### config.mk
export PLATFORM = sky130hd
export DESIGN_NAME = stscn_cell
export DESIGN_NICKNAME = d
export VERILOG_FILES = /design/src/hdl/stscn_pkg.sv /design/src/hdl/stscn_cell.sv
export SDC_FILE = /design/constraint.sdc
export NUM_CORES = 1
export LEC_CHECK = 0
export CAP_MARGIN = 20
export CORE_MARGIN = 3
export CORE_UTILIZATION = 44
export CTS_CLUSTER_SIZE = 20
export DETAILED_ROUTE_END_ITERATION = 12
export DONT_BUFFER_PORTS = 1
export PLACE_DENSITY = 0.7
export SLEW_MARGIN = 20
export SYNTH_ARGS = -nofsm -noshare
export SYNTH_HDL_FRONTEND = slang
export SYNTH_SLANG_ARGS = --single-unit
### constraint.sdc
create_clock -name clk_i -period 3 [get_ports clk_i]
set_input_delay 0.6 -clock clk_i [delete_from_list [all_inputs] [get_ports clk_i]]
set_output_delay 0.6 -clock clk_i [all_outputs]
set_load 0.005 [all_outputs]
### src/hdl/stscn_pkg.sv
// Package for the script token scanner: sizes, transfer payload types,
// token and error codes, and the control structs between scanner and name table.
// No dependencies.
package stscn_pkg;

  // Name table and name buffer sizes
  localparam int TABLE_ENTRIES = 128;
  localparam int NAME_CHARS    = 32;
  localparam int NAME_WORDS    = (NAME_CHARS + 7) / 8;
  localparam int NAME_BITS     = NAME_WORDS * 64;
  localparam int IDX_W         = $clog2(TABLE_ENTRIES);
  localparam int LEN_W         = $clog2(NAME_CHARS + 1);

  typedef logic [IDX_W-1:0] idx_t;
  typedef logic [IDX_W:0]   cnt_t;
  typedef logic [LEN_W-1:0] len_t;

  // Token kinds with a fixed meaning
  localparam logic [5:0] KIND_NULL   = 6'd0;
  localparam logic [5:0] KIND_END    = 6'd1;
  localparam logic [5:0] KIND_IDENT  = 6'd3;
  localparam logic [5:0] KIND_STRING = 6'd14;
  localparam logic [5:0] KIND_NUMBER = 6'd15;

  // Error codes
  localparam logic [2:0] ERR_NONE     = 3'd0;
  localparam logic [2:0] ERR_UNKNOWN  = 3'd1;
  localparam logic [2:0] ERR_UNTERM   = 3'd2;
  localparam logic [2:0] ERR_FULL     = 3'd3;
  localparam logic [2:0] ERR_TOO_LONG = 3'd4;
  localparam logic [2:0] ERR_SAT      = 3'd5;

  localparam logic [30:0] VALUE_MAX = 31'h7FFF_FFFF;

  typedef struct packed {
    logic [7:0] ch;
    logic       end_of_text;
  } in_t;

  typedef struct packed {
    logic [5:0]  token_kind;
    logic [30:0] token_value;
    logic [31:0] line_number;
    logic [2:0]  error_code;
    logic        last;
  } tok_t;

  // Probe that walks the name table chain
  typedef struct packed {
    logic v;
    logic hit;
    idx_t hit_idx;
    idx_t pos;
  } probe_t;

  // Scanner requests to the name table
  typedef struct packed {
    logic                 start;
    logic                 wr_en;
    idx_t                 wr_idx;
    cnt_t                 nfree;
    logic [NAME_BITS-1:0] key;
  } tbl_req_t;

  typedef enum logic [2:0] {
    MODE_IDLE,
    MODE_IDENT,
    MODE_NUMB,
    MODE_OP,
    MODE_STR,
    MODE_CMT
  } mode_e;

  typedef enum logic [2:0] {
    ST_READY,
    ST_STEP,
    ST_SEARCH,
    ST_FINISH,
    ST_FLUSH
  } state_e;

endpackage

### src/hdl/stscn_cell.sv
// One name table cell: holds one stored name and compares it with the key
// as the search probe passes by. Depends on stscn_pkg.
module stscn_cell (
  input  logic                           clk_i,
  input  logic                           rst_ni,
  input  stscn_pkg::probe_t              probe_i,
  input  logic [stscn_pkg::NAME_BITS-1:0] key_i,
  input  logic                           in_use_i,
  input  logic                           wr_en_i,
  output stscn_pkg::probe_t              probe_o
);

  logic [stscn_pkg::NAME_BITS-1:0] entry_q;
  stscn_pkg::probe_t probe_d, probe_q;

  // Store the name when this cell is appended
  always_ff @(posedge clk_i) begin
    if (wr_en_i) begin
      entry_q <= key_i;
    end
  end

  // Mark a hit here unless an earlier cell already hit, and advance the probe
  always_comb begin
    probe_d.v       = probe_i.v;
    probe_d.hit     = probe_i.hit | (probe_i.v & in_use_i & (entry_q == key_i));
    probe_d.hit_idx = probe_i.hit ? probe_i.hit_idx : probe_i.pos;
    probe_d.pos     = probe_i.pos + 1'b1;
  end

  always_ff @(posedge clk_i or negedge rst_ni) begin
    if (!rst_ni) begin
      probe_q <= '0;
    end else begin
      probe_q <= probe_d;
    end
  end

  assign probe_o = probe_q;

endmodule

==> reports/qor.csv <==
stage;metric;value;unit
run_status;outcome;completed;
route;Initial DRC Count;614;
synthesis;Distinct cells, synth;40;
timing;unrepaired setup endpoints after global routing;no;
clocking;Clock Path Buffers;3;
worst_setup_path;crit path kind;register to register;
clocking;Post-CTS Resized;0;
floorplan;Initial Util;45.2;%
synthesis;FFs w/ async S/R, synth;5.88;%
worst_setup_path;critical path peak fanout;2;
timing;Worst Tran Pin Value;812;ps
grt;number of global-route vias before repair;6547;
worst_setup_path;Setup crit start kind;register;
run;Max Cap Viol;0;
grt;global route overflow;0;
place;post-DP HPWL;20100;um
floorplan;Die Height;167;um
grt;Tot GR Track Use;18.3;%
synthesis;Cells after Synth;746;
route;Avg WL per Cell;23.2;um
clocking;TritonCTS clock tree;built;
synthesis;Syn Nets;1023;
floorplan;row cnt;58;
floorplan;core area;0.0254;sq mm
route;via count;6147;
clocking;CTS clock-pin slew for the worst setup and hold paths;60;ps
grt;initial antenna violation count;1;
worst_setup_path;worst-case reg-to-reg path depth;6;
place;dpl cell area;0.0119;sq mm
cells_and_area;ANT cells;0;
power;power density cells;680;mW/mm^2
timing;fmax;422;MHz
clocking;H-tree Lvls;1;
grt;first-pass GRT wire length;39500;um
grt;largest net degree at the start of global routing;257;
synthesis;FF+latch count, synth;272;
cells_and_area;most common cell after layout, fill and taps aside;edfxtp_1;
worst_setup_path;CP endpoint kind;register;
synthesis;syn avg cell area;15.4;sq um
place;Setup WS pre-CTS;401;ps
timing;Hold Violations, Final;0;
route;DRT Pass-1 Iters;5;
synthesis;Syn Std Cell Area;0.0115;sq mm
power;Peak VDD IR;0.530;mV
timing;Slew HR;45.7;%
route;Final ANT Viol Nets;0;
power;Pwr Total;8.79;mW
place;number of buffers added on ports;0;
timing;Final Cycle Share;79.1;%
synthesis;EDFF count, synth;256;
worst_setup_path;critical path arrival;2820;ps
cells_and_area;Area Growth Syn to Fin;12.6;%
synthesis;Main synth FF type;edfxtp_1;
cells_and_area;most frequent cells in the layout;edfxtp_1, xor2_1, inv_1, nor2b_1, xnor2_1;
floorplan;Die ar.;0.0280;sq mm
worst_hold_path;Hold Path Depth;0;
clocking;CTS root buffer;clkbuf_16;
timing;Pins Over Slew Limit;0;
timing;WHS;98.9;ps
clocking;worst skew pair latency;530;ps
cells_and_area;post-route design area;0.0129;sq mm
timing;setup TNS;0;ps
cells_and_area;layout cells sized above 1;8.61;%
route;Total Wirelength;26200;um
clocking;Num CTS Buffers;29;
timing;clk_skew;7.92;ps
route;Vias/cell;5.44;
power;leakage power;4.60;nW
timing;setup ws final;628;ps
clocking;CTS sink count;272;
place;RePlAce Congestion;0.847;
floorplan;die width;167;um
timing;crit path time final;2370;ps
floorplan;number of I/O pins;292;
synthesis;Ys Warns;0;
route;# DRC;0;
worst_hold_path;Worst Hold Class;input pin to register;
timing;Setup Viol. Count Final;0;
worst_setup_path;CP required;3450;ps
synthesis;Seq/Total Area, Yosys;70.5;%
cells_and_area;# nets final;1058;
-- per-layer routing --
| layer | up-vias | GRT usage [%] | wire length [um] |
|---|---|---|---|
| met5 | - | 0 | 13 |
| met4 | 2 | 4.94 | 637 |
| met3 | 41 | 7.11 | 2930 |
| met2 | 263 | 30.1 | 12600 |
| met1 | 2983 | 22.9 | 10100 |
| li1 | 2858 | - | - |
-- path summary, 6_finish.rpt --
| path | from | end | slack [ps] |
|---|---|---|---|
| max | entry_q[148] | probe_o[14] | 630 |
| max in group asynchronous | rst_ni | probe_o[8] | 1880 |
| min reg2reg | entry_q[234] | probe_o[14] | 730 |
| min in group asynchronous | rst_ni | probe_o[14] | 600 |
| min | probe_i[15] | probe_o[15] | 100 |
| max reg2reg | entry_q[148] | probe_o[14] | 630 |
-- registers in the layout (all words and copies together) (netlist names) --
| name | flops |
|---|---|
| entry_q | 256 |
| probe_o | 16 |
-- report_power, final --
| group | total, mW | internal (mW) | switching, mW | leakage, nW |
|---|---|---|---|---|
| clock | 3.70 | 2.29 | 1.41 | 0.498 |
| combinational | 0.465 | 0.248 | 0.217 | 1.41 |
| sequential | 4.62 | 4.49 | 0.128 | 2.69 |
| total | 8.79 | 7.03 | 1.76 | 4.60 |
-- cell families (layout without fill, tap and decap cells) --
family,count (synthesis),in the layout,share of synthesized area [%]
flip-flops,272,272,70.5
XOR/XNOR,166,166,12.7
AND/OR/NAND/NOR,137,137,7.78
buffers and inverters,83,138,2.78
AO/OA/AOI/OAI,81,81,5.57
multiplexers,6,6,0.589
adder cells (fa/ha/maj),1,1,0.109
-- synth_stat cells (all sizes together) (2+ instances only) --
| cell | instances | area (sq um) |
|---|---|---|
| inv | 78 | 293 |
| o2111ai | 3 | 26.3 |
| a21oi | 4 | 20.0 |
| a22oi | 2 | 15.0 |
| or4 | 5 | 37.5 |
| clkinv | 4 | 15.0 |
| a221oi | 10 | 87.6 |
| edfxtp | 256 | 7690 |
| and3 | 3 | 18.8 |
| a2111oi | 14 | 129 |
| mux2 | 6 | 67.6 |
| o2bb2ai | 7 | 61.3 |
| xnor2 | 42 | 368 |
| nor2 | 2 | 7.51 |
| nor4 | 39 | 272 |
| xor2 | 124 | 1090 |
| a2111o | 2 | 22.5 |
| nand3 | 5 | 37.5 |
| nand2b | 11 | 68.8 |
| nand4 | 25 | 156 |
| dfrtp | 16 | 400 |
| o22ai | 27 | 169 |
| nor2b | 43 | 269 |
| a22o | 7 | 61.3 |
-- worst max-delay path, cell delays in order, from the launching register on --
cell and delay, ps:
edfxtp_1 360, nor2b_1 160, a2111o_1 390, a2111oi_2 410
nand4_1 230, or4_1 490, o31ai_2 250
-- stage by stage --
step	cells	util, %
floorplan	746	-
global placement	1079	46.9
detailed placement	1079	46.9
CTS	1131	50.9
global route	1131	50.9
finish	1131	50.9
-- what timing repair did --
action                    CTS  global route
hold buffers                1             0
setup buffers               0             0
hold endpoints to repair   16             0
-- cell type report --
cell class	count	area, sq um
Tap cell	330	413
Multi-Input combinational cell	391	3070
Timing Repair Buffer	5	40.0
Inverter	82	308
Clock buffer	42	887
Sequential cell	272	8090
Clock inverter	9	118
Fill cell	2165	12500
(Power assumes the default switching activity.)
