--- src/hdl/stscn_pkg.sv ---
// Package for the script token scanner: sizes, transfer payload types,
// token and error codes, and the control structs between scanner and name table.
// No dependencies.
package stscn_pkg;

  // Name table and name buffer sizes
  localparam int TABLE_ENTRIES = 128;
  localparam int NAME_CHARS    = 32;
  localparam int NAME_WORDS    = (NAME_CHARS + 7) / 8;
  localparam int NAME_BITS     = NAME_WORDS * 64;
  localparam int IDX_W         = $clog2(TABLE_ENTRIES);
  localparam int LEN_W         = $clog2(NAME_CHARS + 1);

  typedef logic [IDX_W-1:0] idx_t;
  typedef logic [IDX_W:0]   cnt_t;
  typedef logic [LEN_W-1:0] len_t;

  // Token kinds with a fixed meaning
  localparam logic [5:0] KIND_NULL   = 6'd0;
  localparam logic [5:0] KIND_END    = 6'd1;
  localparam logic [5:0] KIND_IDENT  = 6'd3;
  localparam logic [5:0] KIND_STRING = 6'd14;
  localparam logic [5:0] KIND_NUMBER = 6'd15;

  // Error codes
  localparam logic [2:0] ERR_NONE     = 3'd0;
  localparam logic [2:0] ERR_UNKNOWN  = 3'd1;
  localparam logic [2:0] ERR_UNTERM   = 3'd2;
  localparam logic [2:0] ERR_FULL     = 3'd3;
  localparam logic [2:0] ERR_TOO_LONG = 3'd4;
  localparam logic [2:0] ERR_SAT      = 3'd5;

  localparam logic [30:0] VALUE_MAX = 31'h7FFF_FFFF;

  typedef struct packed {
    logic [7:0] ch;
    logic       end_of_text;
  } in_t;

  typedef struct packed {
    logic [5:0]  token_kind;
    logic [30:0] token_value;
    logic [31:0] line_number;
    logic [2:0]  error_code;
    logic        last;
  } tok_t;

  // Probe that walks the name table chain
  typedef struct packed {
    logic v;
    logic hit;
    idx_t hit_idx;
    idx_t pos;
  } probe_t;

  // Scanner requests to the name table
  typedef struct packed {
    logic                 start;
    logic                 wr_en;
    idx_t                 wr_idx;
    cnt_t                 nfree;
    logic [NAME_BITS-1:0] key;
  } tbl_req_t;

  typedef enum logic [2:0] {
    MODE_IDLE,
    MODE_IDENT,
    MODE_NUMB,
    MODE_OP,
    MODE_STR,
    MODE_CMT
  } mode_e;

  typedef enum logic [2:0] {
    ST_READY,
    ST_STEP,
    ST_SEARCH,
    ST_FINISH,
    ST_FLUSH
  } state_e;

endpackage

--- src/hdl/stscn_core.sv ---
// Scanner sequencer: mode register, name buffer, number accumulator, counters,
// pending token and output register. Depends on stscn_pkg.
module stscn_core (
  input  logic                clk_i,
  input  logic                rst_ni,
  input  logic                in_valid_i,
  output logic                in_stall_o,
  input  stscn_pkg::in_t      in_data_i,
  output logic                out_valid_o,
  input  logic                out_stall_i,
  output stscn_pkg::tok_t     out_data_o,
  output stscn_pkg::tbl_req_t tbl_o,
  input  stscn_pkg::probe_t   tbl_res_i
);

  localparam logic [63:0] KW_TEXT [12] = '{
    64'h0, "function", "var", "if", "else", "while",
    "for", "do", "in", "break", "continue", "return"
  };
  localparam logic [3:0] KW_LEN [12] = '{
    4'd0, 4'd8, 4'd3, 4'd2, 4'd4, 4'd5, 4'd3, 4'd2, 4'd2, 4'd5, 4'd8, 4'd6
  };
  localparam logic [5:0] KW_KIND [12] = '{
    6'd0, 6'd2, 6'd4, 6'd5, 6'd6, 6'd7, 6'd8, 6'd9, 6'd10, 6'd11, 6'd12, 6'd13
  };

  // Keyword index of the buffered name, zero for none
  function automatic logic [3:0] kw_lookup(input logic [63:0] nm, input stscn_pkg::len_t len);
    logic [3:0] res;
    logic       same;
    res = 4'd0;
    for (int j = 1; j < 12; j++) begin
      same = (len == stscn_pkg::len_t'(KW_LEN[j]));
      for (int k = 0; k < 8; k++) begin
        if (k < int'(KW_LEN[j])) begin
          if (nm[k*8 +: 8] != KW_TEXT[j][(int'(KW_LEN[j]) - 1 - k)*8 +: 8]) begin
            same = 1'b0;
          end
        end
      end
      if (same && res == 4'd0) begin
        res = 4'(j);
      end
    end
    return res;
  endfunction

  function automatic logic [5:0] op_start(input logic [7:0] c);
    case (c)
      "=":     return 6'd2;
      "!":     return 6'd5;
      "+":     return 6'd8;
      "-":     return 6'd11;
      "<":     return 6'd14;
      ">":     return 6'd16;
      "%":     return 6'd18;
      "*":     return 6'd20;
      "&":     return 6'd22;
      "|":     return 6'd24;
      default: return 6'd0;
    endcase
  endfunction

  function automatic logic [5:0] single_delim(input logic [7:0] c);
    case (c)
      "[":     return 6'd26;
      "]":     return 6'd27;
      "(":     return 6'd28;
      ")":     return 6'd29;
      ",":     return 6'd30;
      ";":     return 6'd31;
      "{":     return 6'd32;
      "}":     return 6'd33;
      default: return 6'd0;
    endcase
  endfunction

  function automatic logic [5:0] op_extend(input logic [5:0] idx, input logic [7:0] c);
    case (idx)
      6'd2, 6'd3, 6'd5, 6'd6:          return (c == "=") ? idx + 6'd1 : 6'd0;
      6'd8:                            return (c == "=") ? 6'd9 : ((c == "+") ? 6'd10 : 6'd0);
      6'd11:                           return (c == "=") ? 6'd12 : ((c == "-") ? 6'd13 : 6'd0);
      6'd14, 6'd16, 6'd18, 6'd20:      return (c == "=") ? idx + 6'd1 : 6'd0;
      6'd22:                           return (c == "&") ? 6'd23 : 6'd0;
      6'd24:                           return (c == "|") ? 6'd25 : 6'd0;
      default:                         return 6'd0;
    endcase
  endfunction

  function automatic logic [5:0] dlm_kind(input logic [5:0] j);
    case (j)
      6'd1:  return 6'd1;   6'd2:  return 6'd17;  6'd3:  return 6'd18;
      6'd4:  return 6'd19;  6'd5:  return 6'd44;  6'd6:  return 6'd45;
      6'd7:  return 6'd46;  6'd8:  return 6'd24;  6'd9:  return 6'd47;
      6'd10: return 6'd29;  6'd11: return 6'd25;  6'd12: return 6'd48;
      6'd13: return 6'd30;  6'd14: return 6'd35;  6'd15: return 6'd38;
      6'd16: return 6'd36;  6'd17: return 6'd39;  6'd18: return 6'd28;
      6'd19: return 6'd49;  6'd20: return 6'd26;  6'd21: return 6'd50;
      6'd22: return 6'd51;  6'd23: return 6'd52;  6'd24: return 6'd53;
      6'd25: return 6'd54;  6'd26: return 6'd20;  6'd27: return 6'd21;
      6'd28: return 6'd22;  6'd29: return 6'd23;  6'd30: return 6'd43;
      6'd31: return 6'd16;  6'd32: return 6'd55;  6'd33: return 6'd56;
      default: return 6'd0;
    endcase
  endfunction

  stscn_pkg::state_e               state_d, state_q;
  stscn_pkg::mode_e                mode_d, mode_q;
  logic [7:0]                      ch_d, ch_q;
  logic                            eof_d, eof_q;
  logic [stscn_pkg::NAME_BITS-1:0] name_d, name_q;
  stscn_pkg::len_t                 len_d, len_q;
  logic                            ovf_d, ovf_q;
  logic [30:0]                     acc_d, acc_q;
  logic                            sat_d, sat_q;
  logic [31:0]                     line_d, line_q;
  logic [30:0]                     scnt_d, scnt_q;
  stscn_pkg::cnt_t                 nfree_d, nfree_q;
  logic [5:0]                      op_d, op_q;
  logic                            hit_d, hit_q;
  stscn_pkg::idx_t                 hidx_d, hidx_q;
  logic                            pend_v_d, pend_v_q;
  stscn_pkg::tok_t                 pend_d, pend_q;
  logic                            out_v_d, out_v_q;
  stscn_pkg::tok_t                 out_d, out_q;

  logic            out_free;
  logic            emit, go, push, start, wr_en;
  stscn_pkg::tok_t tok, push_tok;
  logic [34:0]     prod;
  logic [5:0]      t;
  logic [3:0]      kw;

  assign out_free = !out_v_q || !out_stall_i;

  // Next state: one scan pass per cycle while no token is held up, tokens staged through the pending slot
  always_comb begin
    state_d  = state_q;
    mode_d   = mode_q;
    ch_d     = ch_q;
    eof_d    = eof_q;
    name_d   = name_q;
    len_d    = len_q;
    ovf_d    = ovf_q;
    acc_d    = acc_q;
    sat_d    = sat_q;
    line_d   = line_q;
    scnt_d   = scnt_q;
    nfree_d  = nfree_q;
    op_d     = op_q;
    hit_d    = hit_q;
    hidx_d   = hidx_q;
    pend_v_d = pend_v_q;
    pend_d   = pend_q;
    out_v_d  = out_v_q && out_stall_i;
    out_d    = out_q;
    emit     = 1'b0;
    push     = 1'b0;
    push_tok = pend_q;
    start    = 1'b0;
    wr_en    = 1'b0;
    tok      = '0;
    tok.line_number = line_q;
    prod = ({4'b0, acc_q} << 3) + ({4'b0, acc_q} << 1) + 35'(ch_q[3:0]);
    t    = eof_q ? 6'd0 : op_extend(op_q, ch_q);
    kw   = ovf_q ? 4'd0 : kw_lookup(name_q[63:0], len_q);

    unique case (state_q)
      stscn_pkg::ST_READY: begin
        if (in_valid_i) begin
          ch_d    = in_data_i.ch;
          eof_d   = in_data_i.end_of_text;
          state_d = stscn_pkg::ST_STEP;
        end
      end
      stscn_pkg::ST_STEP: begin
        state_d = stscn_pkg::ST_FLUSH;
        case (mode_q)
          stscn_pkg::MODE_IDENT: begin
            if (!eof_q && ((ch_q >= "a" && ch_q <= "z") || (ch_q >= "A" && ch_q <= "Z") ||
                           (ch_q >= "0" && ch_q <= "9"))) begin
              if (len_q < stscn_pkg::len_t'(stscn_pkg::NAME_CHARS)) begin
                for (int k = 0; k < stscn_pkg::NAME_CHARS; k++) begin
                  if (stscn_pkg::len_t'(k) == len_q) name_d[k*8 +: 8] = ch_q;
                end
                len_d = len_q + 1'b1;
              end else begin
                ovf_d = 1'b1;
              end
            end else if (kw != 4'd0) begin
              emit              = 1'b1;
              tok.token_kind    = KW_KIND[kw];
              tok.token_value   = 31'(kw);
              mode_d            = stscn_pkg::MODE_IDLE;
              state_d           = stscn_pkg::ST_STEP;
            end else begin
              start   = 1'b1;
              state_d = stscn_pkg::ST_SEARCH;
            end
          end
          stscn_pkg::MODE_NUMB: begin
            if (!eof_q && ch_q >= "0" && ch_q <= "9") begin
              if (prod > 35'(stscn_pkg::VALUE_MAX)) begin
                acc_d = stscn_pkg::VALUE_MAX;
                sat_d = 1'b1;
              end else begin
                acc_d = prod[30:0];
              end
            end else begin
              emit            = 1'b1;
              tok.token_kind  = stscn_pkg::KIND_NUMBER;
              tok.token_value = acc_q;
              tok.error_code  = sat_q ? stscn_pkg::ERR_SAT : stscn_pkg::ERR_NONE;
              mode_d          = stscn_pkg::MODE_IDLE;
              state_d         = stscn_pkg::ST_STEP;
            end
          end
          stscn_pkg::MODE_OP: begin
            if (t == 6'd0) begin
              emit            = 1'b1;
              tok.token_kind  = dlm_kind(op_q);
              tok.token_value = 31'(op_q);
              mode_d          = stscn_pkg::MODE_IDLE;
              state_d         = stscn_pkg::ST_STEP;
            end else if (t == 6'd3 || t == 6'd6) begin
              op_d = t;
            end else begin
              emit            = 1'b1;
              tok.token_kind  = dlm_kind(t);
              tok.token_value = 31'(t);
              mode_d          = stscn_pkg::MODE_IDLE;
            end
          end
          stscn_pkg::MODE_STR: begin
            if (eof_q) begin
              emit           = 1'b1;
              tok.error_code = stscn_pkg::ERR_UNTERM;
              mode_d         = stscn_pkg::MODE_IDLE;
              state_d        = stscn_pkg::ST_STEP;
            end else if (ch_q == "\"") begin
              emit            = 1'b1;
              tok.token_kind  = stscn_pkg::KIND_STRING;
              tok.token_value = scnt_q;
              scnt_d          = scnt_q + 1'b1;
              mode_d          = stscn_pkg::MODE_IDLE;
            end
          end
          stscn_pkg::MODE_CMT: begin
            if (eof_q || ch_q == 8'd10) begin
              mode_d  = stscn_pkg::MODE_IDLE;
              state_d = stscn_pkg::ST_STEP;
            end
          end
          default: begin
            mode_d = stscn_pkg::MODE_IDLE;
            if (eof_q) begin
              emit           = 1'b1;
              tok.token_kind = stscn_pkg::KIND_END;
            end else if (ch_q == " " || ch_q == 8'd13 || ch_q == 8'd9) begin
              mode_d = stscn_pkg::MODE_IDLE;
            end else if (ch_q == 8'd10) begin
              line_d = line_q + 1'b1;
            end else if ((ch_q >= "a" && ch_q <= "z") || (ch_q >= "A" && ch_q <= "Z")) begin
              name_d        = '0;
              name_d[7:0]   = ch_q;
              len_d         = stscn_pkg::len_t'(1);
              ovf_d         = 1'b0;
              mode_d        = stscn_pkg::MODE_IDENT;
            end else if (ch_q >= "0" && ch_q <= "9") begin
              acc_d  = 31'(ch_q[3:0]);
              sat_d  = 1'b0;
              mode_d = stscn_pkg::MODE_NUMB;
            end else if (ch_q == "#") begin
              mode_d = stscn_pkg::MODE_CMT;
            end else if (ch_q == "\"") begin
              mode_d = stscn_pkg::MODE_STR;
            end else if (op_start(ch_q) != 6'd0) begin
              op_d   = op_start(ch_q);
              mode_d = stscn_pkg::MODE_OP;
            end else if (single_delim(ch_q) != 6'd0) begin
              emit            = 1'b1;
              tok.token_kind  = dlm_kind(single_delim(ch_q));
              tok.token_value = 31'(single_delim(ch_q));
            end else begin
              emit            = 1'b1;
              tok.token_kind  = stscn_pkg::KIND_NULL;
              tok.token_value = 31'(ch_q);
              tok.error_code  = stscn_pkg::ERR_UNKNOWN;
            end
          end
        endcase
      end
      stscn_pkg::ST_SEARCH: begin
        if (tbl_res_i.v) begin
          hit_d   = tbl_res_i.hit;
          hidx_d  = tbl_res_i.hit_idx;
          state_d = stscn_pkg::ST_FINISH;
        end
      end
      stscn_pkg::ST_FINISH: begin
        emit           = 1'b1;
        mode_d         = stscn_pkg::MODE_IDLE;
        state_d        = stscn_pkg::ST_STEP;
        tok.token_kind = stscn_pkg::KIND_IDENT;
        tok.error_code = ovf_q ? stscn_pkg::ERR_TOO_LONG : stscn_pkg::ERR_NONE;
        if (hit_q) begin
          tok.token_value = 31'(hidx_q);
        end else if (nfree_q < stscn_pkg::cnt_t'(stscn_pkg::TABLE_ENTRIES)) begin
          wr_en           = 1'b1;
          nfree_d         = nfree_q + 1'b1;
          tok.token_value = 31'(nfree_q);
        end else begin
          tok.token_value = '0;
          tok.error_code  = stscn_pkg::ERR_FULL;
        end
      end
      stscn_pkg::ST_FLUSH: begin
        if (!pend_v_q) begin
          state_d = stscn_pkg::ST_READY;
        end else if (out_free) begin
          push          = 1'b1;
          push_tok.last = 1'b1;
          pend_v_d      = 1'b0;
          state_d       = stscn_pkg::ST_READY;
        end
      end
      default: state_d = stscn_pkg::ST_READY;
    endcase

    // Hold the whole pass when a token has nowhere to go
    go = !emit || !pend_v_q || out_free;
    if (!go) begin
      state_d = state_q;
      mode_d  = mode_q;
      name_d  = name_q;
      len_d   = len_q;
      ovf_d   = ovf_q;
      acc_d   = acc_q;
      sat_d   = sat_q;
      line_d  = line_q;
      scnt_d  = scnt_q;
      nfree_d = nfree_q;
      op_d    = op_q;
      start   = 1'b0;
      wr_en   = 1'b0;
    end else if (emit) begin
      if (pend_v_q) begin
        push = 1'b1;
      end
      pend_d   = tok;
      pend_v_d = 1'b1;
    end

    if (push) begin
      out_v_d = 1'b1;
      out_d   = push_tok;
    end
  end

  always_ff @(posedge clk_i or negedge rst_ni) begin
    if (!rst_ni) begin
      state_q  <= stscn_pkg::ST_READY;
      mode_q   <= stscn_pkg::MODE_IDLE;
      len_q    <= '0;
      ovf_q    <= 1'b0;
      sat_q    <= 1'b0;
      acc_q    <= '0;
      line_q   <= 32'd1;
      scnt_q   <= '0;
      nfree_q  <= stscn_pkg::cnt_t'(1);
      op_q     <= '0;
      pend_v_q <= 1'b0;
      out_v_q  <= 1'b0;
      name_q   <= '0;
    end else begin
      state_q  <= state_d;
      mode_q   <= mode_d;
      len_q    <= len_d;
      ovf_q    <= ovf_d;
      sat_q    <= sat_d;
      acc_q    <= acc_d;
      line_q   <= line_d;
      scnt_q   <= scnt_d;
      nfree_q  <= nfree_d;
      op_q     <= op_d;
      pend_v_q <= pend_v_d;
      out_v_q  <= out_v_d;
      name_q   <= name_d;
    end
  end

  // Payload registers
  always_ff @(posedge clk_i) begin
    ch_q   <= ch_d;
    eof_q  <= eof_d;
    hit_q  <= hit_d;
    hidx_q <= hidx_d;
    pend_q <= pend_d;
    out_q  <= out_d;
  end

  assign in_stall_o  = (state_q != stscn_pkg::ST_READY);
  assign out_valid_o = out_v_q;
  assign out_data_o  = out_q;

  assign tbl_o.start  = start;
  assign tbl_o.wr_en  = wr_en;
  assign tbl_o.wr_idx = nfree_q[stscn_pkg::IDX_W-1:0];
  assign tbl_o.nfree  = nfree_q;
  assign tbl_o.key    = name_q;

endmodule

--- config.mk ---
export PLATFORM = sky130hd
export DESIGN_NAME = stscn_core
export DESIGN_NICKNAME = d
export VERILOG_FILES = /design/src/hdl/stscn_pkg.sv /design/src/hdl/stscn_core.sv
export SDC_FILE = /design/constraint.sdc
export NUM_CORES = 1
export LEC_CHECK = 0
export ABC_AREA = 1
export BUFFER_PORTS_ARGS = -buffer_cell sky130_fd_sc_hd__buf_2
export CAP_MARGIN = 10
export CELL_PAD_IN_SITES_DETAIL_PLACEMENT = 1
export CELL_PAD_IN_SITES_GLOBAL_PLACEMENT = 1
export CORE_MARGIN = 3
export CORE_UTILIZATION = 25
export DETAILED_ROUTE_END_ITERATION = 6
export GPL_ROUTABILITY_DRIVEN = 0
export GPL_TIMING_DRIVEN = 0
export PLACE_DENSITY_LB_ADDON = 0.1
export SYNTH_ARGS = -nofsm -noshare
export SYNTH_HDL_FRONTEND = slang
export SYNTH_SLANG_ARGS = --single-unit
export TNS_END_PERCENT = 5
--- constraint.sdc ---
create_clock -name clk_i -period 8.06 [get_ports clk_i]
set_clock_uncertainty 0.05 [all_clocks]
set_input_delay 0.806 -clock clk_i [delete_from_list [all_inputs] [get_ports clk_i]]
set_output_delay 0.806 -clock clk_i [all_outputs]
set_load 0.02 [all_outputs]
==> results of run 1 <==
-- registers in the layout, summed over array words and instances (netlist names), 6 cells and up --
name / cells
acc_q: 31
ch_q: 8
hidx_q: 7
len_q: 6
line_q: 32
name_q: 256
nfree_q: 8
op_q: 6
out_data_o: 73
pend_q: 72
scnt_q: 31
-- power by group --
| part | leakage [nW] | internal [mW] | switching [mW] |
|---|---|---|---|
| Clock | 1.14 | 1.93 | 1.30 |
| Combinational | 7.41 | 1.86 | 4.25 |
| Sequential | 6.67 | 3.92 | 0.588 |
| Total | 15.2 | 7.71 | 6.13 |
-- worst register-to-register path, stage by stage (launching register included) --
cell and delay (ns):
sky130_fd_sc_hd__dfrtp_1 0.50, sky130_fd_sc_hd__inv_1 0.35, sky130_fd_sc_hd__ha_1 0.29, sky130_fd_sc_hd__nand3_1 0.11, sky130_fd_sc_hd__nand3_1 0.10, sky130_fd_sc_hd__nand2_1 0.06, sky130_fd_sc_hd__nand2_2 0.15, sky130_fd_sc_hd__nand2_1 0.06
sky130_fd_sc_hd__o21ai_0 0.41, sky130_fd_sc_hd__nand2_1 0.33, sky130_fd_sc_hd__inv_1 0.24, sky130_fd_sc_hd__ha_1 0.29, sky130_fd_sc_hd__nand3_2 0.10, sky130_fd_sc_hd__nand2_2 0.11, sky130_fd_sc_hd__nand3_2 0.09, sky130_fd_sc_hd__nand2_1 0.10
sky130_fd_sc_hd__nand2_2 0.08, sky130_fd_sc_hd__o21bai_4 0.25, sky130_fd_sc_hd__nand2_4 0.12, sky130_fd_sc_hd__nand2_4 0.20, sky130_fd_sc_hd__inv_1 0.10, sky130_fd_sc_hd__a21oi_4 0.34, sky130_fd_sc_hd__buf_16 0.22, sky130_fd_sc_hd__buf_12 0.20
-- metal layers --
layer / up-vias / GRT usage (%) / wire (um)
met5: - / 0 / 34
met3: 111 / 5.10 / 5820
met4: 6 / 4.04 / 2060
met1: 11200 / 23.8 / 47500
li1: 11300 / - / -
met2: 394 / 30.8 / 49000
-- metrics by stage --
| step | cell area, um^2 | hold WS, ns | instances | power, mW |
|---|---|---|---|---|
| floorplan | 27200 | 0.350 | 3127 | 8.30 |
| global placement | 30800 | 0.351 | 4899 | 10.8 |
| detailed placement | 31100 | 0.356 | 4908 | 10.8 |
| CTS | 33400 | 0.162 | 5034 | 14.1 |
| global route | 33400 | 0.199 | 5035 | 14.9 |
| finish | 33400 | 0.163 | 5037 | 13.8 |
-- final timing paths --
path	start	to	slack, ns	depth (start not counted)
worst max-delay path	op_q[1]$_DFFE_PN0P_	tbl_o[271]	1.95	23
worst min register to register	pend_q[70]$_DFFE_PP_	out_data_o[70]$_DFFE_PP_	0.36	0
worst min-delay path	rst_ni	scnt_q[29]$_DFFE_PN0P_	0.16	1
max in group asynchronous	rst_ni	name_q[25]$_DFFE_PN0P_	6.27	3
worst max register to register	op_q[1]$_DFFE_PN0P_	out_data_o[8]$_DFFE_PP_	2.91	23
min in group clk_i	in_data_i[5]	ch_q[4]$_DFFE_PP_	0.29	1
-- kinds of logic (layout without fill, tap and decap cells) --
kind of cell | Yosys count | after routing | share of synthesized area (%)
AND/OR/NAND/NOR | 1326 | 1326 | 20.8
adder cells (fa/ha/maj) | 89 | 89 | 4.15
other | 0 | 3 | 0
multiplexers | 1 | 1 | 0.0414
AO/OA/AOI/OAI | 628 | 628 | 12.7
buffers and inverters | 457 | 961 | 6.72
flip-flops | 542 | 542 | 52.9
XOR/XNOR | 84 | 84 | 2.71
-- synth_stat cells (all sizes together) (27+ instances only) --
| cell | number | area share (%) |
|---|---|---|
| a21boi | 27 | 0.75 |
| a21oi | 138 | 2.6 |
| buf | 57 | 1.2 |
| clkbuf | 60 | 0.83 |
| dfrtp | 378 | 35 |
| edfxtp | 162 | 18 |
| ha | 87 | 4.0 |
| inv | 337 | 4.7 |
| nand2 | 802 | 11 |
| nand3 | 102 | 2.1 |
| nand4 | 69 | 1.7 |
| nor2 | 265 | 3.9 |
| nor3 | 60 | 1.1 |
| o21ai | 376 | 6.9 |
| xnor2 | 29 | 0.93 |
| xor2 | 55 | 1.8 |
-- area by class of cell --
| type | count | area share (%) |
|---|---|---|
| repair buffers | 378 | 6.23 |
| diodes | 3 | 0.0225 |
| inverters | 340 | 3.83 |
| flip-flops and latches | 542 | 43.0 |
| plain buffers | 117 | 1.64 |
| clock inverters | 31 | 1.13 |
| clock buffers | 95 | 5.92 |
| well taps | 1403 | 5.25 |
| multi-input cells | 2128 | 33.0 |
==> reports/results.txt, run 1 <==
Counting every sink on the clock net gives 542. The average via count per standard cell was 4.58. The tools report the final wirelength as 104000 um. The max-cap violation count was 0; the post-route minimum period was 6.11 ns. Together, buffers and inverters on the worst path number 5. Overall overflow remaining after global route: 0.

Walking the worst path, the cells encountered are inv_1 -> ha_1 -> nand3_1 -> nand3_1 -> nand2_1 -> nand2_2 -> nand2_1 -> o21ai_0 -> nand2_1 -> inv_1 -> ha_1 -> nand3_2 -> nand2_2 -> nand3_2 -> nand2_1 -> nand2_2 -> o21bai_4 -> nand2_4 -> nand2_4 -> nand2_2 -> inv_2 -> buf_4 -> buf_2. The tools report the number of antenna violations at the first check in global routing as 6. The run gives 0.113 mm^2 as the full die area. The run gives 5.25 ns as the data arrival time at the worst-slack endpoint.

The maximum number of pins on one net before global-route repair was 104. Synthesis instantiated 61 different standard cells from the library. The multi-input combinational cells in the finished layout cover a total of 0.0110 mm^2.

The Yosys step of the flow raised 0 warnings. 377 I/O pins were placed. The violation count after the first detailed-routing iteration was 933. For the highest achievable clock rate, the log shows 164 MHz. The net count of the finished layout is 3696. For the pin with the worst max-slew slack, the measured transition is 1.04 ns.

The post-cts resize count was 0; the die extent in y was 336 um. The post-route netlist has 16.7% of its cells at a drive strength greater than 1. The logs give 31.1% for the core occupancy in the finished layout and 3127 for the synthesized instance count. For this run, the slowest stage of the critical path takes 0.50 ns. The worst setup path is of the flip-flop to output port kind. Row generation in the floorplan step produced 120 rows. A synthesized cell averages 8.70 um^2. The run finished with clean final reports. The detailed-placement wirelength estimate came out at 80900 um. The power density of the placed cells is 414 mW/mm^2. The first detailed-routing pass took 5 iterations.

The standard cell with the maximum stage delay on the critical path was sky130_fd_sc_hd__dfrtp_1. The width of the die works out to 336 um. The number of remaining DRC errors was 0. The type of the worst min-delay path is input port to asynchronous set/reset pin. The number of flops mapped to enable cells by yosys is 162, and the share of synthesized registers carrying an async set or reset is 70.1%.

In this run the worst path has a maximum fanout of 9. The floorplan step defined a core boundary enclosing 0.108 mm^2. STA classifies the critical path endpoint as an output port. For the remaining antenna violation count, the log shows 0. The worst setup path is launched from a flip-flop. The sequential cells in the finished layout cover a total of 0.0144 mm^2. The worst-case IR drop observed on VDD is 0.000178 V.

Setup total negative slack on the finished layout was measured at 0 ns. CTS placed an instance of sky130_fd_sc_hd__clkbuf_16 at the clock tree root. The post-synth design cell area was 0.0272 mm^2.

The number of nets handed over by synthesis was 3245. Setup violations remaining at the end of the flow were counted as 0. The standby leakage power was 15.2 nW; the number of buffers created by CTS was 71. The number of flip-flops and latches in the synthesized netlist is 542.

Across every metal layer, demand over resource in global routing totals 18.4%. Deepest level of the CTS H-tree: 3. The library cell used most frequently in the layout, excluding fill and tap cells, is sky130_fd_sc_hd__nand2_1. For this run, the leading register cell type out of synthesis is sky130_fd_sc_hd__dfrtp_1.

The clock edge transition at the registers on the reported setup and hold paths is 0.05 ns, and the setup slack of the critical path after layout is 1.95 ns. The number of buffer cells added on primary ports came out at 369. Setup repair after global routing left no endpoint under its margin.

Broken down by cell family, the worst path's largest delay share belongs to simple AND/OR/NAND/NOR gates. For the max-slew violation total from the final report, the log shows 0. Dividing the detail-routed wire length by the instance count gives 20.7 um. The run gives 2.60 ns as the post-placement setup slack. The run gives 23100 as the total via count after detailed routing.

TritonCTS built the clock tree. After layout, the worst path uses 75.8% of the clock period. Headroom to the max-slew limit came out at 30.4%.

The maximum clock insertion buffer count is 3, and the clock latency of the later-clocked register in the worst-skew pair is 0.64 ns. The count of fill cells added during filler insertion was 12800; the first-pass GRT wire length was 159000 um. Buffers added to address setup during post-CTS repair amount to 0. The area added between synthesis and finish came out at 22.9%. Data on the critical path is required at its endpoint by 7.20 ns. In this run, post-CTS hold repair placed 0 buffers. In the layout the commonest cells are sky130_fd_sc_hd__nand2_1, sky130_fd_sc_hd__buf_2, sky130_fd_sc_hd__dfrtp_1. The final hold violation count was 0; the part of the Yosys area used for sequential elements was 52.9%.

The run gives 25.3% as the starting density of the core. The tools report the via count of the first global-routing pass as 24600.
No activity file was read; power rests on OpenSTA's default activity.
==> run 2, diff against run 1 <==
==> constraint.sdc (replaced) <==
create_clock -name clk_i -period 5.93 [get_ports clk_i]
set_clock_uncertainty 0.05 [all_clocks]
set_input_delay 0.593 -clock clk_i [delete_from_list [all_inputs] [get_ports clk_i]]
set_output_delay 0.593 -clock clk_i [all_outputs]
set_load 0.02 [all_outputs]
==> run 2 against run 1 <==
Net effect: sequential share of layout area about the same; largest power group unchanged; critical endpoint unchanged; die area unchanged; first-iteration DRC count increased by 3.3%; sequential cell count unchanged; power rose by 36%.
==> reports/results.txt, run 2 (synthesis results as in run 1) <==
The starting density of the core is 25.3% (unchanged). The data arrival time at the worst-slack endpoint is 4.88 ns (-0.37 ns), and the die extent in y is 336 um (unchanged). The width of the die works out to 336 um (unchanged). The run gives 0.66 ns (+0.02 ns) as the clock latency of the later-clocked register in the worst-skew pair. The run gives 4908 (unchanged) as the count of placed standard cells including taps. The run finished with clean final reports. Relative contribution of combinational cells to total power: 44.3% (about the same).

The logs give 31.4% (+1.0 points) for the headroom to the max-slew limit and 377 (unchanged) for the number of primary I/O pins. The clock edge transition at the registers on the reported setup and hold paths came out at 0.06 ns (about the same). The logs give 0.000205 V (+15%) for the peak supply drop and 108 (+3.8%) for the maximum number of pins on one net before global-route repair. Combined area of the multi-input logic cells: 0.0110 mm^2 (about the same).

The net switching power is 8.38 mW (+37%), and the fraction of the cycle the final worst path needs is 93.2%. For the number of rows in the core area, the log shows 120 (unchanged). The worst setup path is launched from a flip-flop.

The max-cap violation count is 0 (unchanged), and the highest fanout seen on the critical path is 9 (unchanged). The net switching fraction of the power is 44.6% (+0.31 points). The routed length per placed instance was 20.8 um (+0.21%).

The tools report the buffer cell driving the clock tree root as sky130_fd_sc_hd__clkbuf_16. The full die area came out at 0.113 mm^2 (unchanged). The final hold violation count came out at 0 (unchanged). Share of cells above drive strength 1: 16.8% (+0.096 points). The worst hold slack across all endpoints came out at 0.0527 ns (-0.110 ns).

The data required time at the worst endpoint is 5.29 ns (-1.91 ns), and the average via count per standard cell is 4.60 (+0.44%). The logs give 0.0144 mm^2 (unchanged) for the sequential cell area and 0 (unchanged) for the max-slew violation total from the final report. The cell that appears most often on the critical path is sky130_fd_sc_hd__nand2_2. The slowest stage of the critical path belongs to the cell sky130_fd_sc_hd__dfrtp_1. The number of buffer cells added on primary ports is 369 (unchanged).

Most common cell after layout, fill and taps aside: sky130_fd_sc_hd__nand2_1. The clock period could shrink to 5.53 ns. The delay of the slowest critical-path stage was 0.53 ns (+0.03 ns); the remaining antenna violation count was 0 (unchanged). The run gives 10.4 mW (+35%) as the internal power component. The power density of the placed cells came out at 562 mW/mm^2 (+36%). The register share of total power was 32.6% (about the same); the layout net count was 3698 (+0.054%). The standby leakage power is 15.2 nW (about the same), and the clock group share of total power is 23.1% (-0.2 points).

The overall overflow remaining after global route was 0 (unchanged); the clock sink count was 542 (unchanged). The tools report the post-placement setup slack as 0.697 ns (-1.90 ns). Setup repair after global routing left no endpoint under its margin. The tools report the count of final setup violators as 0 (unchanged). The top cell types in the final layout, fill and taps aside, are sky130_fd_sc_hd__nand2_1, sky130_fd_sc_hd__buf_2, sky130_fd_sc_hd__dfrtp_1. Maximum clock insertion buffer count: 3 (unchanged). The run gives 80900 um (about the same) as the detailed-placement wirelength estimate. The area added between synthesis and finish is 22.9% (about the same). The setup slack of the critical path after layout is 0.404 ns (-1.55 ns).

The run gives 5 (unchanged) as the number of detailed-route iterations in the first pass. The violation count after the first detailed-routing iteration was 964 (+3.3%); the flip-flop count of the largest register, all copies and words added was 256 (unchanged). The worst setup path is captured at an output port.

TritonCTS built the clock tree. The largest register by flop count was name_q. The tools report the number of buffers created by CTS as 70 (-1.4%).

The run gives 18.5% (about the same) as the overall fraction of global-route tracks in use. The worst setup path is of the flip-flop to output port kind. Transition at the pin with the smallest max-transition slack: 1.03 ns (-0.0154 ns). For the count of fill cells added during filler insertion, the log shows 12700 (-0.13%). For the final design instance area without fill, the log shows 0.0334 mm^2 (about the same). Deepest level of the CTS H-tree: 3 (unchanged). The area of the core was 0.108 mm^2 (unchanged). The logs give 159000 um (about the same) for the first-pass GRT wire length and 105000 um (+0.23%) for the final wirelength. The instance area at placement is 0.0310 mm^2 (about the same), and the number of remaining DRC errors is 0 (unchanged).

Walking the worst path, the cells encountered are inv_2 -> ha_1 -> nand3_1 -> nor3_1 -> nor2_1 -> o21ai_1 -> nand2_2 -> inv_1 -> ha_1 -> nand3_2 -> nand2_2 -> nand3_2 -> nand2_1 -> nand2_2 -> o21bai_4 -> nand2_4 -> nand2_4 -> nand2_2 -> inv_2 -> buf_4 -> buf_2. The highest achievable clock rate is 181 MHz, and the total via count after detailed routing is 23200 (+0.46%). The run gives 24600 (+0.37%) as the via count of the first global-routing pass. The number of antenna violations at the first check in global routing came out at 3 (-3). The count of non-filler cells in the finished layout was 5038 (+0.020%). The path class of the tightest hold or removal check is input port to flip-flop.
[run 2: changes by cell type in the layout (fill, tap and decap cells not counted), sizes merged]
cell	before	now
bufinv	6	5
inv	342	339
diode	3	1
clkinv	18	22
clkbuf	155	157
buf	435	437
dlygate4sd3	0	1
clkinvlp	5	3
[run 2: critical path: cells and delay by family, from the launching register on]
family,cells,cell delay (ns)
and+or+nand+nor,12,1.75
DFF,1,0.53
AOI/OAI and AO/OA,2,0.46
adders and majority gates,2,0.59
buffers and inverters,5,0.92
[run 2: path summary, 6_finish.rpt]
path	slack, ns	from	cells after the start	endpoint
max	0.40	op_q[0]$_DFFE_PN0P_	21	tbl_o[271]
min	0.05	in_data_i[1]	1	ch_q[0]$_DFFE_PP_
max reg2reg	1.22	op_q[1]$_DFFE_PN0P_	19	pend_q[33]$_DFFE_PP_
min reg2reg	0.37	pend_q[35]$_DFFE_PP_	0	out_data_o[35]$_DFFE_PP_
max in group asynchronous	3.74	rst_ni	4	name_q[201]$_DFFE_PN0P_
min in group asynchronous	0.51	rst_ni	2	scnt_q[26]$_DFFE_PN0P_
[run 2: power by group through the flow]
stage	registers [mW]	logic, mW	clock network, mW
3_3_place_gp	6.27	8.25	0
2_1_floorplan	7.12	4.14	0
4_1_cts	6.16	8.46	4.50
3_5_place_dp	6.21	8.43	0
5_1_grt	6.29	9.28	4.63
6_report	6.12	8.31	4.34
[run 2: per-layer routing]
layer  up-vias  part of all wire, %  GRT usage (%)
met5         -                0.012              0
met4         2                  2.4           4.91
met3       119                  5.5           4.47
met2       421                   47           30.5
met1     11300                   45           24.2
li1      11300                    -              -
[run 2: final cells by class]
type	count	share of cell area (%)
flip-flops and latches	542	43.0
multi-input cells	2128	33.0
clock inverters	29	1.14
plain buffers	117	1.64
repair buffers	381	6.23
clock buffers	97	5.87
well taps	1403	5.25
diodes	1	0.00749
inverters	340	3.84
[run 2: per-stage QoR]
step | utilization (%) | setup TNS [ns] | power [mW]
2_1_floorplan | - | -44.22 | 11.3
3_3_place_gp | 28.6 | -2160.46 | 14.5
3_5_place_dp | 28.9 | 0 | 14.6
4_1_cts | 31.1 | 0 | 19.1
5_1_grt | 31.1 | 0 | 20.2
6_report | 31.1 | 0 | 18.8
[run 2: repair_timing]
action / 4_1_cts / 5_1_grt
pin swaps: 0 / 0
hold buffers: 1 / 0
hold endpoints to repair: 84 / 0
resized for setup: 1 / 5
setup buffers: 0 / 2
endpoints found under the setup margin: 1 / 1
==> run 3, diff against run 2 <==
--- a/config.mk
+++ b/config.mk
@@ -10,11 +10,11 @@
 export CAP_MARGIN = 10
 export CELL_PAD_IN_SITES_DETAIL_PLACEMENT = 1
 export CELL_PAD_IN_SITES_GLOBAL_PLACEMENT = 1
-export CORE_MARGIN = 3
+export CORE_MARGIN = 4
 export CORE_UTILIZATION = 25
 export DETAILED_ROUTE_END_ITERATION = 6
-export GPL_ROUTABILITY_DRIVEN = 0
 export GPL_TIMING_DRIVEN = 0
+export MAX_ROUTING_LAYER = met4
 export PLACE_DENSITY_LB_ADDON = 0.1
 export SYNTH_ARGS = -nofsm -noshare
 export SYNTH_HDL_FRONTEND = slang
==> run 3 against run 2 <==
Net effect: wire length up 0.34%; non-clock buffer count is the same; register-to-register slack lost 0.10 ns; sequential share of layout area grew 0.11 points; count of clock-buffer cells in the layout unchanged; maximum frequency down 0.67%; cell count about the same; via count grew 0.30%; combinational power about the same; critical endpoint unchanged.
==> reports/results.txt, run 3 (synthesis results as in run 1) <==
The count of non-filler cells in the finished layout came out at 5042 (+0.079%). The flow ran to the end, and the final reports show no timing, DRC or antenna violations. Width of the die: 338 um (+0.60%). The data arrival time at the worst-slack endpoint is 4.92 ns (+0.04 ns), and the maximum clock insertion buffer count is 3 (unchanged). The number of rows in the core area is 120 (unchanged), and the number of remaining DRC errors is 0 (unchanged). The routed length per placed instance works out to 20.8 um (+0.26%). The share of cells above drive strength 1 was 16.7% (-0.078 points). Number of buffer cells added on primary ports: 369 (unchanged). Largest register by flop count: name_q. The setup path with the least slack is of type flip-flop to output port.

The violation count after the first detailed-routing iteration came out at 1104 (+15%). Fraction of the cycle the final worst path needs: 93.8% (+0.63 points). In this run the worst hold path is classified as input port to flip-flop. Layout net count: 3697 (-0.027%). The number of post-CTS setup repair buffers was 0 (unchanged).

The highest fanout seen on the critical path was 9 (unchanged); the max-slew violation total from the final report was 0 (unchanged). The tools report the final design instance area without fill as 0.0333 mm^2 (-0.26%). The flip-flop count of the largest register, all copies and words added is 256 (unchanged). The average via count per standard cell was 4.61 (+0.22%).

TritonCTS built the clock tree. The clock sink count was 542 (unchanged). The count of placed standard cells including taps is 4910 (+0.041%), and the power density of the placed cells is 559 mW/mm^2 (-0.50%). The logs give 5 (+2) for the number of antenna violations at the first check in global routing and 0.0311 mm^2 (+0.11%) for the instance area at placement. The first-pass GRT wire length was 158000 um (about the same).

The final wirelength is 105000 um (+0.34%), and the final hold violation count is 0 (unchanged). The run gives 0.688 ns (-0.00862 ns) as the post-placement setup slack. The peak supply drop is 0.000218 V (+6.2%), and the weighted congestion reported at the end of routability-driven placement is 0.848. The tools report the starting density of the core as 25.3% (unchanged).

The clock latency of the later-clocked register in the worst-skew pair was 0.66 ns (about the same). The number of detailed-route iterations in the first pass is 5 (unchanged), and the transition at the pin with the smallest max-transition slack is 1.06 ns (+0.0262 ns). The run gives 0.367 ns (-0.0374 ns) as the setup slack of the critical path after layout. The run gives 31.0% (-0.082 points) as the core occupancy in the finished layout. The number of primary I/O pins is 377 (unchanged).

In this run the worst setup path begins at ch_q[6]$_DFFE_PP_. The post-route minimum period came out at 5.56 ns (+0.0374 ns). The tools report the worst hold path startpoint as in_data_i[2]. STA classifies the critical path endpoint as an output port. Setup repair after global routing left no endpoint under its margin. For the maximum number of pins on one net before global-route repair, the log shows 108 (unchanged). The max-cap violation count was 0 (unchanged). The data required time at the worst endpoint was 5.29 ns (about the same); the area of the core was 0.108 mm^2 (unchanged).

The standby leakage power was 15.2 nW (-0.34%); the die extent in y was 338 um (+0.60%). The highest achievable clock rate was 180 MHz (-0.67%); the full die area was 0.114 mm^2 (+1.2%). The worst reg2reg path startpoint is ch_q[6]$_DFFE_PP_. The run gives 0 (unchanged) as the remaining antenna violation count. In the layout the commonest cells are sky130_fd_sc_hd__nand2_1, sky130_fd_sc_hd__buf_2, sky130_fd_sc_hd__dfrtp_1.

The tools report the via count of the first global-routing pass as 24800 (+0.60%). The run gives 18.8% (+0.36 points) as the overall fraction of global-route tracks in use. The tools report the count of final setup violators as 0 (unchanged). The run gives 0 (unchanged) as the overall overflow remaining after global route. The total via count after detailed routing is 23200 (+0.30%). The most common cell after layout, fill and taps aside is sky130_fd_sc_hd__nand2_1.

The detailed-placement wirelength estimate came out at 81300 um (+0.44%). The deepest level of the CTS H-tree is 3 (unchanged). The headroom to the max-slew limit is 29.7% (-1.7 points). Total chip power: 18.6 mW (-0.76%).

The clock edge transition at the registers on the reported setup and hold paths is 0.06 ns (about the same). The root buffer cell chosen for the clock tree is sky130_fd_sc_hd__clkbuf_16. Number of buffers created by CTS: 69 (-1.4%). Element type at the critical path start: a flip-flop.

The area added between synthesis and finish is 22.6%.
[run 3: worst paths after layout]
kind | to | slack, ns | cells after the start
max | tbl_o[271] | 0.37 | 20
min | ch_q[1]$_DFFE_PP_ | 0.07 | 1
max reg2reg | out_data_o[11]$_DFFE_PP_ | 1.12 | 20
min reg2reg | out_data_o[29]$_DFFE_PP_ | 0.36 | 0
max in group asynchronous | line_q[12]$_DFFE_PN0P_ | 4.30 | 3
min in group asynchronous | name_q[253]$_DFFE_PN0P_ | 0.48 | 2
[run 3: area by class of cell]
class	count	area, um^2
antenna	6	15.0
buffer	117	549
clock buffer	97	1930
clock inverter	28	289
fill	12700	74200
inverter	340	1280
multi-input combinational	2128	11000
sequential	542	14400
tap	1403	1760
timing repair buffer	381	2110
[run 3: what timing repair did]
action / in CTS / in global routing
gates resized for setup: 1 / 6
endpoints found under the setup margin: 1 / 1
hold buffers: 1 / 0
hold endpoints to repair: 70 / 0
pin swaps: 0 / 0
[run 3: layer usage]
layer	global-route usage [%]	up-vias	wire length [um]	part of all wire, %
met5	-	-	0	0
met4	4.14	0	2030	1.9
met3	5.33	116	6160	5.9
met2	30.7	405	49600	47
met1	23.3	11400	47100	45
li1	-	11300	-	-
[run 3: worst max-delay path, cell delays in order, from the launching register on]
cell and delay, ns:
sky130_fd_sc_hd__edfxtp_1 0.60, sky130_fd_sc_hd__nor2_1 0.33, sky130_fd_sc_hd__nand2_1 0.22, sky130_fd_sc_hd__inv_1 0.16
sky130_fd_sc_hd__nand2_1 0.14, sky130_fd_sc_hd__o2111ai_2 0.35, sky130_fd_sc_hd__nand2_2 0.24, sky130_fd_sc_hd__inv_1 0.23
sky130_fd_sc_hd__ha_1 0.26, sky130_fd_sc_hd__nand3_1 0.11, sky130_fd_sc_hd__nand2_2 0.11, sky130_fd_sc_hd__nand3_2 0.10
sky130_fd_sc_hd__nand2_1 0.09, sky130_fd_sc_hd__nand2_2 0.07, sky130_fd_sc_hd__o21bai_4 0.24, sky130_fd_sc_hd__nand2_4 0.11
sky130_fd_sc_hd__nand2_4 0.20, sky130_fd_sc_hd__nand2_2 0.19, sky130_fd_sc_hd__inv_2 0.21, sky130_fd_sc_hd__buf_4 0.13
sky130_fd_sc_hd__buf_2 0.15
[run 3: metrics by stage]
| step | hold slack (ns) | setup TNS (ns) |
|---|---|---|
| floorplan | 0.247 | -44.22 |
| global placement | 0.351 | -2101.50 |
| detailed placement | 0.356 | 0 |
| CTS | 0.0166 | 0 |
| global route | 0.0302 | 0 |
| finish | 0.0671 | 0 |
[run 3: power breakdown]
group          leakage, nW  total (mW)  switching, mW  internal, mW
registers             6.67        6.13          0.801          5.32
clock network         1.08        4.19           1.73          2.46
logic                 7.43        8.32           5.78          2.54
total                 15.2        18.6           8.31          10.3
